[config.mk]
export PLATFORM = sky130hd
export DESIGN_NAME = page_frame_replacement
export DESIGN_NICKNAME = d
export VERILOG_FILES = /design/src/rtl/prf_pkg.sv /design/src/rtl/prf_controller.sv /design/src/rtl/prf_datapath.sv /design/src/rtl/page_frame_replacement.sv
export SDC_FILE = /design/constraint.sdc
export NUM_CORES = 2
export LEC_CHECK = 0
export BUFFER_PORTS_ARGS = -buffer_cell sky130_fd_sc_hd__buf_2
export CAP_MARGIN = 10
export CORE_AREA = 2 2 357 359
export DETAILED_ROUTE_END_ITERATION = 12
export DIE_AREA = 0 0 359 361
export PLACE_DENSITY = 0.64
export SLEW_MARGIN = 10
export SYNTH_ARGS = -nofsm -noshare
export SYNTH_HDL_FRONTEND = slang
export SYNTH_SLANG_ARGS = --single-unit
export TNS_END_PERCENT = 20
[constraint.sdc]
create_clock -name clock -period 6.8 [get_ports clock]
set_clock_uncertainty 0.15 [all_clocks]
set_input_delay 0.34 -clock clock [delete_from_list [all_inputs] [get_ports clock]]
set_output_delay 0.34 -clock clock [all_outputs]
set_load 0.1 [all_outputs]
[src/rtl/prf_pkg.sv]
// ----------------------------------------------------------------------------
// prf_pkg
// Shared types, codes and constants for the page frame replacement table.
// ----------------------------------------------------------------------------
`default_nettype none

package prf_pkg;

   // Defaults for the top level parameters
   localparam int FRAMES_DEFAULT    = 16;
   localparam int TIME_BITS_DEFAULT = 32;

   // Fixed field widths
   localparam int PAGE_BITS      = 8;
   localparam int FAULT_BITS     = 32;
   localparam int INDEX_OUT_BITS = 4;
   localparam int FIU_BITS       = 5;
   localparam int CSR_IDX_BITS   = 2;
   localparam int CSR_DATA_BITS  = 5;

   // Configuration register indexes
   localparam logic [CSR_IDX_BITS-1:0] CSR_REPLACE_POLICY = 2'd0;
   localparam logic [CSR_IDX_BITS-1:0] CSR_FRAMES_IN_USE  = 2'd1;

   // Function codes of an input word
   localparam logic FUNC_ACCESS = 1'b0;
   localparam logic FUNC_FLUSH  = 1'b1;

   // Victim policies
   localparam logic POLICY_FIFO = 1'b0;
   localparam logic POLICY_LRU  = 1'b1;

   localparam logic [FIU_BITS-1:0] FIU_RESET = 5'd16;

   typedef enum logic [2:0] {
      ST_IDLE,
      ST_LOOKUP,
      ST_SCAN,
      ST_SCAN_END,
      ST_COMMIT
   } ctl_state_type;

   // Controller to datapath
   typedef struct packed {
      logic idle;
      logic load;
      logic lookup;
      logic scan_start;
      logic scan_step;
      logic commit;
   } cmd_type;

   // Datapath to controller
   typedef struct packed {
      logic is_flush;
      logic hit_now;
      logic empty_now;
      logic scan_last;
      logic out_free;
   } status_type;

endpackage

`default_nettype wire

[src/rtl/prf_controller.sv]
// ----------------------------------------------------------------------------
// prf_controller
// Sequencer for one word: lookup, optional victim scan, commit.
// ----------------------------------------------------------------------------
`default_nettype none

module prf_controller (
   input  wire logic                clock,
   input  wire logic                reset,
   input  wire logic                req_valid,
   input  wire prf_pkg::status_type status,
   output prf_pkg::cmd_type         cmd
);
   import prf_pkg::*;

   ctl_state_type state_ff;
   ctl_state_type state_in;

   always_ff @(posedge clock) begin
      if (reset) begin
         state_ff <= ST_IDLE;
      end else begin
         state_ff <= state_in;
      end
   end

   always_comb begin
      state_in = state_ff;
      cmd      = '0;
      case (state_ff)
         ST_IDLE: begin
            cmd.idle = 1'b1;
            if (req_valid) begin
               cmd.load = 1'b1;
               state_in = ST_LOOKUP;
            end
         end
         ST_LOOKUP: begin
            cmd.lookup = 1'b1;
            if (status.is_flush || status.hit_now || status.empty_now) begin
               state_in = ST_COMMIT;
            end else begin
               cmd.scan_start = 1'b1;
               state_in       = ST_SCAN;
            end
         end
         ST_SCAN: begin
            cmd.scan_step = 1'b1;
            if (status.scan_last) begin
               state_in = ST_SCAN_END;
            end
         end
         ST_SCAN_END: begin
            // last read result is compared at this edge
            state_in = ST_COMMIT;
         end
         ST_COMMIT: begin
            if (status.out_free) begin
               cmd.commit = 1'b1;
               state_in   = ST_IDLE;
            end
         end
         default: begin
            state_in = ST_IDLE;
         end
      endcase
   end

endmodule

`default_nettype wire

[src/rtl/prf_datapath.sv]
// ----------------------------------------------------------------------------
// prf_datapath
// Frame table, stamp memories, victim scan, counters and result register.
// ----------------------------------------------------------------------------
`default_nettype none

module prf_datapath #(
   parameter int FRAMES    = prf_pkg::FRAMES_DEFAULT,
   parameter int TIME_BITS = prf_pkg::TIME_BITS_DEFAULT
) (
   input  wire logic                               clock,
   input  wire logic                               reset,
   input  wire prf_pkg::cmd_type                   cmd,
   output prf_pkg::status_type                     status,
   input  wire logic                               req_func,
   input  wire logic [prf_pkg::PAGE_BITS-1:0]      req_page_number,
   input  wire logic                               replace_policy,
   input  wire logic [$clog2(FRAMES+1)-1:0]        frame_count,
   output logic                                    rsp_valid,
   input  wire logic                               rsp_stall,
   output logic                                    rsp_hit,
   output logic [prf_pkg::INDEX_OUT_BITS-1:0]      rsp_frame_index,
   output logic                                    rsp_evicted,
   output logic [prf_pkg::PAGE_BITS-1:0]           rsp_evicted_page,
   output logic [prf_pkg::FAULT_BITS-1:0]          rsp_fault_total
);
   import prf_pkg::*;

   localparam int IW = $clog2(FRAMES);
   localparam int NW = $clog2(FRAMES+1);

   // Held word
   logic                 func_ff;
   logic [PAGE_BITS-1:0] page_ff;

   // Frame table
   logic [FRAMES-1:0]    frame_valid_ff;
   logic [PAGE_BITS-1:0] frame_page_ff [FRAMES];
   logic [TIME_BITS-1:0] arrival_stamp_ff [FRAMES];
   logic [TIME_BITS-1:0] access_stamp_ff [FRAMES];

   // Lookup results
   logic          hit_now, empty_now;
   logic [IW-1:0] hit_idx, empty_idx;
   logic          hit_ff, empty_ff;
   logic [IW-1:0] hit_idx_ff, empty_idx_ff;

   // Victim scan
   logic [IW-1:0]        scan_ctr_ff;
   logic                 rd_vld_ff;
   logic [IW-1:0]        rd_idx_ff;
   logic [TIME_BITS-1:0] arr_rd_ff, acc_rd_ff, rd_stamp;
   logic [TIME_BITS-1:0] best_ff;
   logic [IW-1:0]        victim_ff;

   // Counters
   logic [TIME_BITS-1:0]  time_ff, time_in;
   logic [FAULT_BITS-1:0] fault_ff, fault_in;

   // Result register
   logic                  rsp_valid_ff;
   logic                  rsp_hit_ff, rsp_evicted_ff;
   logic [INDEX_OUT_BITS-1:0] rsp_frame_index_ff;
   logic [PAGE_BITS-1:0]  rsp_evicted_page_ff;
   logic [FAULT_BITS-1:0] rsp_fault_total_ff;

   logic          flush;
   logic          evict;
   logic [IW-1:0] slot;

   // Parallel match and first-empty search over the frames in use
   always_comb begin
      hit_now   = 1'b0;
      hit_idx   = '0;
      empty_now = 1'b0;
      empty_idx = '0;
      for (int i = FRAMES - 1; i >= 0; i--) begin
         if (NW'(i) < frame_count) begin
            if (frame_valid_ff[i] && (frame_page_ff[i] == page_ff)) begin
               hit_now = 1'b1;
               hit_idx = IW'(i);
            end
            if (!frame_valid_ff[i]) begin
               empty_now = 1'b1;
               empty_idx = IW'(i);
            end
         end
      end
   end

   assign flush    = (func_ff == FUNC_FLUSH);
   assign evict    = !hit_ff && !empty_ff;
   assign slot     = hit_ff ? hit_idx_ff : (empty_ff ? empty_idx_ff : victim_ff);
   assign rd_stamp = (replace_policy == POLICY_LRU) ? acc_rd_ff : arr_rd_ff;
   assign time_in  = (time_ff == '1) ? time_ff : time_ff + 1'b1;
   assign fault_in = (hit_ff || fault_ff == '1) ? fault_ff : fault_ff + 1'b1;

   assign status.is_flush  = flush;
   assign status.hit_now   = hit_now;
   assign status.empty_now = empty_now;
   assign status.scan_last = (scan_ctr_ff == IW'(frame_count - 1'b1));
   assign status.out_free  = !rsp_valid_ff || !rsp_stall;

   // Control state
   always_ff @(posedge clock) begin
      if (reset) begin
         frame_valid_ff <= '0;
         time_ff        <= '0;
         fault_ff       <= '0;
         rsp_valid_ff   <= 1'b0;
         rd_vld_ff      <= 1'b0;
      end else begin
         rd_vld_ff <= cmd.scan_step;
         if (cmd.commit) begin
            rsp_valid_ff <= 1'b1;
         end else if (!rsp_stall) begin
            rsp_valid_ff <= 1'b0;
         end
         if (cmd.commit) begin
            if (flush) begin
               frame_valid_ff <= '0;
               time_ff        <= '0;
               fault_ff       <= '0;
            end else begin
               frame_valid_ff[slot] <= 1'b1;
               time_ff              <= time_in;
               fault_ff             <= fault_in;
            end
         end
      end
   end

   // Payload registers
   always_ff @(posedge clock) begin
      if (cmd.load) begin
         func_ff <= req_func;
         page_ff <= req_page_number;
      end
      if (cmd.lookup) begin
         hit_ff       <= hit_now;
         hit_idx_ff   <= hit_idx;
         empty_ff     <= empty_now;
         empty_idx_ff <= empty_idx;
      end
      if (cmd.scan_start) begin
         scan_ctr_ff <= '0;
      end else if (cmd.scan_step) begin
         scan_ctr_ff <= scan_ctr_ff + 1'b1;
      end
      rd_idx_ff <= scan_ctr_ff;
      // running minimum; frame zero always opens the scan
      if (rd_vld_ff && ((rd_idx_ff == '0) || (rd_stamp < best_ff))) begin
         best_ff   <= rd_stamp;
         victim_ff <= rd_idx_ff;
      end
      if (cmd.commit && !flush && !hit_ff) begin
         frame_page_ff[slot] <= page_ff;
      end
      if (cmd.commit) begin
         if (flush) begin
            rsp_hit_ff          <= 1'b0;
            rsp_frame_index_ff  <= '0;
            rsp_evicted_ff      <= 1'b0;
            rsp_evicted_page_ff <= '0;
            rsp_fault_total_ff  <= '0;
         end else begin
            rsp_hit_ff          <= hit_ff;
            rsp_frame_index_ff  <= INDEX_OUT_BITS'(slot);
            rsp_evicted_ff      <= evict;
            rsp_evicted_page_ff <= evict ? frame_page_ff[victim_ff] : '0;
            rsp_fault_total_ff  <= fault_in;
         end
      end
   end

   // Stamp memories: one write port, one registered read port each
   always_ff @(posedge clock) begin
      arr_rd_ff <= arrival_stamp_ff[scan_ctr_ff];
      acc_rd_ff <= access_stamp_ff[scan_ctr_ff];
      if (cmd.commit && !flush) begin
         access_stamp_ff[slot] <= time_ff;
         if (!hit_ff) begin
            arrival_stamp_ff[slot] <= time_ff;
         end
      end
   end

   assign rsp_valid        = rsp_valid_ff;
   assign rsp_hit          = rsp_hit_ff;
   assign rsp_frame_index  = rsp_frame_index_ff;
   assign rsp_evicted      = rsp_evicted_ff;
   assign rsp_evicted_page = rsp_evicted_page_ff;
   assign rsp_fault_total  = rsp_fault_total_ff;

endmodule

`default_nettype wire

[src/rtl/page_frame_replacement.sv]
// ----------------------------------------------------------------------------
// page_frame_replacement
// Fully associative page frame table with FIFO or LRU victim choice.
// ----------------------------------------------------------------------------
// Each request word either accesses a page or flushes the table. An access is
// looked up against every frame in use in parallel; a hit or a fill into an
// empty frame passes through accept, lookup and commit, as does a flush. When
// every frame in use is occupied the victim is found by walking the stamp
// memories one frame per cycle through their single read port. The result
// sits in an output register, so a new word is taken while the previous
// response still waits on rsp_stall. Configuration writes are taken only
// between words (csr_ready high). Stamps saturate at their maximum, as does
// the fault total; equal stamps go to the lowest frame index.
// ----------------------------------------------------------------------------
`default_nettype none

module page_frame_replacement #(
   parameter int FRAMES    = prf_pkg::FRAMES_DEFAULT,
   parameter int TIME_BITS = prf_pkg::TIME_BITS_DEFAULT
) (
   input  wire logic                                  clock,
   input  wire logic                                  reset,
   // request channel
   input  wire logic                                  req_valid,
   output logic                                       req_stall,
   input  wire logic                                  req_func,
   input  wire logic [prf_pkg::PAGE_BITS-1:0]         req_page_number,
   // response channel
   output logic                                       rsp_valid,
   input  wire logic                                  rsp_stall,
   output logic                                       rsp_hit,
   output logic [prf_pkg::INDEX_OUT_BITS-1:0]         rsp_frame_index,
   output logic                                       rsp_evicted,
   output logic [prf_pkg::PAGE_BITS-1:0]              rsp_evicted_page,
   output logic [prf_pkg::FAULT_BITS-1:0]             rsp_fault_total,
   // configuration write channel
   input  wire logic                                  csr_valid,
   output logic                                       csr_ready,
   input  wire logic [prf_pkg::CSR_IDX_BITS-1:0]      csr_index,
   input  wire logic [prf_pkg::CSR_DATA_BITS-1:0]     csr_wdata
);
   import prf_pkg::*;

   localparam int NW = $clog2(FRAMES+1);
   localparam int CW = (NW > FIU_BITS) ? NW : FIU_BITS;

   cmd_type    cmd;
   status_type status;

   logic                replace_policy_ff;
   logic [FIU_BITS-1:0] frames_in_use_ff;
   logic [NW-1:0]       frame_count;

   // Accept words and register writes only between words
   assign req_stall = !cmd.idle;
   assign csr_ready = cmd.idle;

   // Configuration registers; writes to unused indexes are dropped
   always_ff @(posedge clock) begin
      if (reset) begin
         replace_policy_ff <= POLICY_FIFO;
         frames_in_use_ff  <= FIU_RESET;
      end else if (csr_valid && csr_ready) begin
         case (csr_index)
            CSR_REPLACE_POLICY: replace_policy_ff <= csr_wdata[0];
            CSR_FRAMES_IN_USE:  frames_in_use_ff  <= csr_wdata[FIU_BITS-1:0];
            default: begin
            end
         endcase
      end
   end

   // Clamp the frame count into one .. FRAMES
   always_comb begin
      if (frames_in_use_ff == '0) begin
         frame_count = NW'(1);
      end else if (CW'(frames_in_use_ff) > CW'(FRAMES)) begin
         frame_count = NW'(FRAMES);
      end else begin
         frame_count = NW'(frames_in_use_ff);
      end
   end

   prf_controller u_ctl (
      .clock     (clock),
      .reset     (reset),
      .req_valid (req_valid),
      .status    (status),
      .cmd       (cmd)
   );

   prf_datapath #(
      .FRAMES    (FRAMES),
      .TIME_BITS (TIME_BITS)
   ) u_dp (
      .clock            (clock),
      .reset            (reset),
      .cmd              (cmd),
      .status           (status),
      .req_func         (req_func),
      .req_page_number  (req_page_number),
      .replace_policy   (replace_policy_ff),
      .frame_count      (frame_count),
      .rsp_valid        (rsp_valid),
      .rsp_stall        (rsp_stall),
      .rsp_hit          (rsp_hit),
      .rsp_frame_index  (rsp_frame_index),
      .rsp_evicted      (rsp_evicted),
      .rsp_evicted_page (rsp_evicted_page),
      .rsp_fault_total  (rsp_fault_total)
   );

   // A response appears only after a commit
   assert property (@(posedge clock) disable iff (reset)
      $rose(rsp_valid) |-> $past(cmd.commit))
      else $error("response raised without a commit");

   // Never overwrite a response that is still stalled
   assert property (@(posedge clock) disable iff (reset)
      cmd.commit |-> status.out_free)
      else $error("commit while the response register is held");

   // A victim scan runs only when the table is full and the page is absent
   assert property (@(posedge clock) disable iff (reset)
      cmd.scan_step |-> (!status.hit_now && !status.empty_now))
      else $error("victim scan with a hit or an empty frame");

   // A hit never reports an eviction
   assert property (@(posedge clock) disable iff (reset)
      (rsp_valid && rsp_hit) |-> !rsp_evicted)
      else $error("hit response reports an eviction");

endmodule

`default_nettype wire

==> metrics.csv <==
metric;value;unit
remaining antenna violation count;0;
# fillers;9768;
total core area;0.1254;sq mm
Post-Syn Area;0.05619;sq mm
critical path arrival;4.60;ns
setup tns final;0;ns
sequential fraction of the synthesis area;72.77;%
Crit. End Element;register;
Mapped Avg Cell Area;19.10;sq um
worst setup margin;2.495;ns
Yosys warning count;0;
number of port buffers;69;
Total Power;17.60;mW
Yosys cell types;73;
Starting Density;44.81;%
Initial DRC Count;3343;
clk_lat worst skew;0.76;ns
endpoints failing hold;0;
post-placement setup slack;2.229;ns
clk slew on worst S/H paths;0.06;ns
Die ar.;0.1296;sq mm
final setup vio count;0;
crit path max fanout;33;
critical path type;register to register;
PwrDens;276.1;mW/mm^2
CTS tree;done;
HP Start;csr_valid;
Placed Instances;4585;
Peak VDD IR;0.1821;mV
M3 GR Usage;2.919;%
Lkg Pwr;18.59;nW
Crit Reg-Reg Startpoint;replace_policy_ff;
post-synth net total;2998;
Achievable Freq;0.2323;GHz
Worst Hold Path Cells;4;
status;finished, final reports clean;
Final Hold Slack;0.1026;ns
hold crit path type;primary input to register;
Post-synth EDFFs;1253;
Async S/R FF share, synth;0;%
Pre-Repair DR Iteration Count;6;
Die H;361;microns
Final Slew Violations;0;
CTS buffer count;144;
DRC Markers;0;
DPL Wire Length;73.92;mm
GP Congestion;0.8789;
initial antenna violation count;3;
largest net degree at the start of global routing;161;
Synth area leaders;edfxtp_1, mux4_2, dfxtp_1;
max_slew headroom;14.93;%
Worst Path Required;7.09;ns
standard-cell rows;130;
area grow syn2layout;13.47;%
Vias;28650;
global-route wire length before repair;192.9;mm
area leader, netlist;edfxtp_1;
total congestion overflow;0;
DR vias/cell;5.881;
vias in the first global route;29130;
diode count;0;
H-tree depth;4;
Max Cap Viol;0;
post-route minimum period;4.305;ns
M2 GR Usage;33.21;%
final net count;3156;
Cell Count, Final, Fillers Out;4871;
total track usage;20.13;%
actual slew at the worst max-slew pin;1.274;ns
RSZ-0062 raised after global routing;no;
WL final;131.1;mm
clock root cell;clkbuf_16;
Final Cycle Share;63.31;%
DR WL/cell;26.91;microns
share of layout cells above drive strength 1;25.86;%
Reg2Reg Setup Slack;2.50;ns
Design Area, Final;0.06376;sq mm
Top FF cell, synth;edfxtp_1;
Syn Inst Count;2942;
CTS max path bufs;3;
setup bufs post-CTS;0;
met1 usage;27.98;%
Top Usage Layer GRT;met2;
Ports;70;
CTS sink cnt;1416;
DP Area;0.05870;sq mm
die width;359;microns
RR Endpoint;u_dp.best_ff[0];
Synth Register Bits;1416;
Worst Hold End;frames_in_use_ff[4];
top-area cell type share of the netlist area;66.96;%
Worst setup SP type;register;
Reg2Reg Depth;10;
Final Core Density;50.84;%
==> flip-flops by register name, summed over array words and instances, names as in the netlist, 3 cells and up <==
register               cells
u_dp.frame_page_ff       128
u_dp.rsp_fault_total      32
u_dp.rd_idx_ff             4
u_dp.frame_valid_ff       16
u_dp.time_ff              32
u_dp.hit_idx_ff            4
u_dp.victim_ff             4
u_dp.fault_ff             32
u_dp.rsp_evicted_page      8
u_dp.page_ff               8
u_dp.arrival_stamp_ff    512
u_dp.arr_rd_ff            32
u_dp.access_stamp_ff     512
u_dp.acc_rd_ff            32
u_dp.scan_ctr_ff           4
u_dp.best_ff              32
u_ctl.state_ff             3
u_dp.rsp_frame_index       4
frames_in_use_ff           5
u_dp.empty_idx_ff          4
==> worst max-delay path by stage <==
stage / startpoint / slack (ns) / endpoint / depth (start not counted)
after CTS: replace_policy_ff / 2.20 / u_dp.best_ff[27] / 9
after global routing: replace_policy_ff / 2.29 / u_dp.best_ff[0] / 10
after floorplan: replace_policy_ff / 1.80 / u_dp.best_ff[0] / 11
after global placement: replace_policy_ff / 2.30 / u_dp.victim_ff[0] / 9
after detailed placement: replace_policy_ff / 2.23 / u_dp.victim_ff[2] / 9
final: replace_policy_ff / 2.50 / u_dp.best_ff[0] / 10
==> cell families after synthesis <==
| group | count (synthesis) | share of synthesized area (%) |
|---|---|---|
| multiplexers | 405 | 15.30 |
| XOR/XNOR | 192 | 2.993 |
| flip-flops | 1416 | 72.77 |
| adder cells (fa/ha/maj) | 35 | 0.7793 |
| AND/OR/NAND/NOR | 500 | 4.625 |
| buffers and inverters | 205 | 1.501 |
| AO/OA/AOI/OAI | 189 | 2.035 |
==> synthesized netlist by cell type (13+ instances only) <==
cell type	n
a21oi_1	73
buf_1	24
xor2_1	81
nor2_1	138
nand2_1	104
xnor2_1	111
mux2i_1	13
nor4_1	23
mux4_2	360
clkbuf_1	90
ha_1	35
a31oi_1	15
edfxtp_1	1253
dfxtp_1	163
and4_1	13
nand4_1	37
mux2_2	32
nor3_1	20
and2_1	14
o21ai_0	47
inv_1	58
or3_1	30
and3_1	16
nand3_1	41
buf_2	23
==> cell usage in the layout (no fill, tap or decap), types with 69 or more instances in the layout <==
cell,n
a21oi_1,72
buf_2,69
clkbuf_16,148
dfxtp_1,142
edfxtp_1,1253
mux4_2,360
nand2_1,104
nor2_1,122
xnor2_1,111
xor2_1,81
==> where the power goes <==
part	internal, mW	switching [mW]	total, mW
logic	0.0732	0.174	0.247
clock network	4.63	3.35	7.97
registers	9.37	0.0173	9.38
==> worst max-delay path, cell delays in order, from the launching register on <==
cell	delay, ns
dfxtp_2	0.90
mux2_2	0.44
ha_1	0.30
a2111oi_0	0.35
o21ai_0	0.15
o21ai_0	0.10
nand2_1	0.09
a221o_1	0.30
or3_1	0.36
a21oi_4	0.59
buf_16	0.25
==> routing by layer <==
metal,vias to the layer above,share of wire (%)
met3,218,6.1
met5,-,0
met1,15190,42
li1,12130,-
met2,1105,49
met4,0,2.4
==> final cells by class <==
cell class                      count  area [sq um]  share of cell area, %
Multi-Input combinational cell   1321         14590                  22.88
Sequential cell                  1416         40930                  64.18
Timing Repair Buffer              159          1124                  1.762
Clock inverter                     77         828.3                  1.299
Inverter                           58         217.7                 0.3414
Tap cell                         1650          2064                  3.238
Clock buffer                      190          4011                  6.291
==> timing repair <==
item / in CTS / in global routing
gates resized for setup: 0 / 0
hold buffers: 18 / 0
endpoints found under the hold margin: 17 / 0
(Power assumes the default switching activity.)
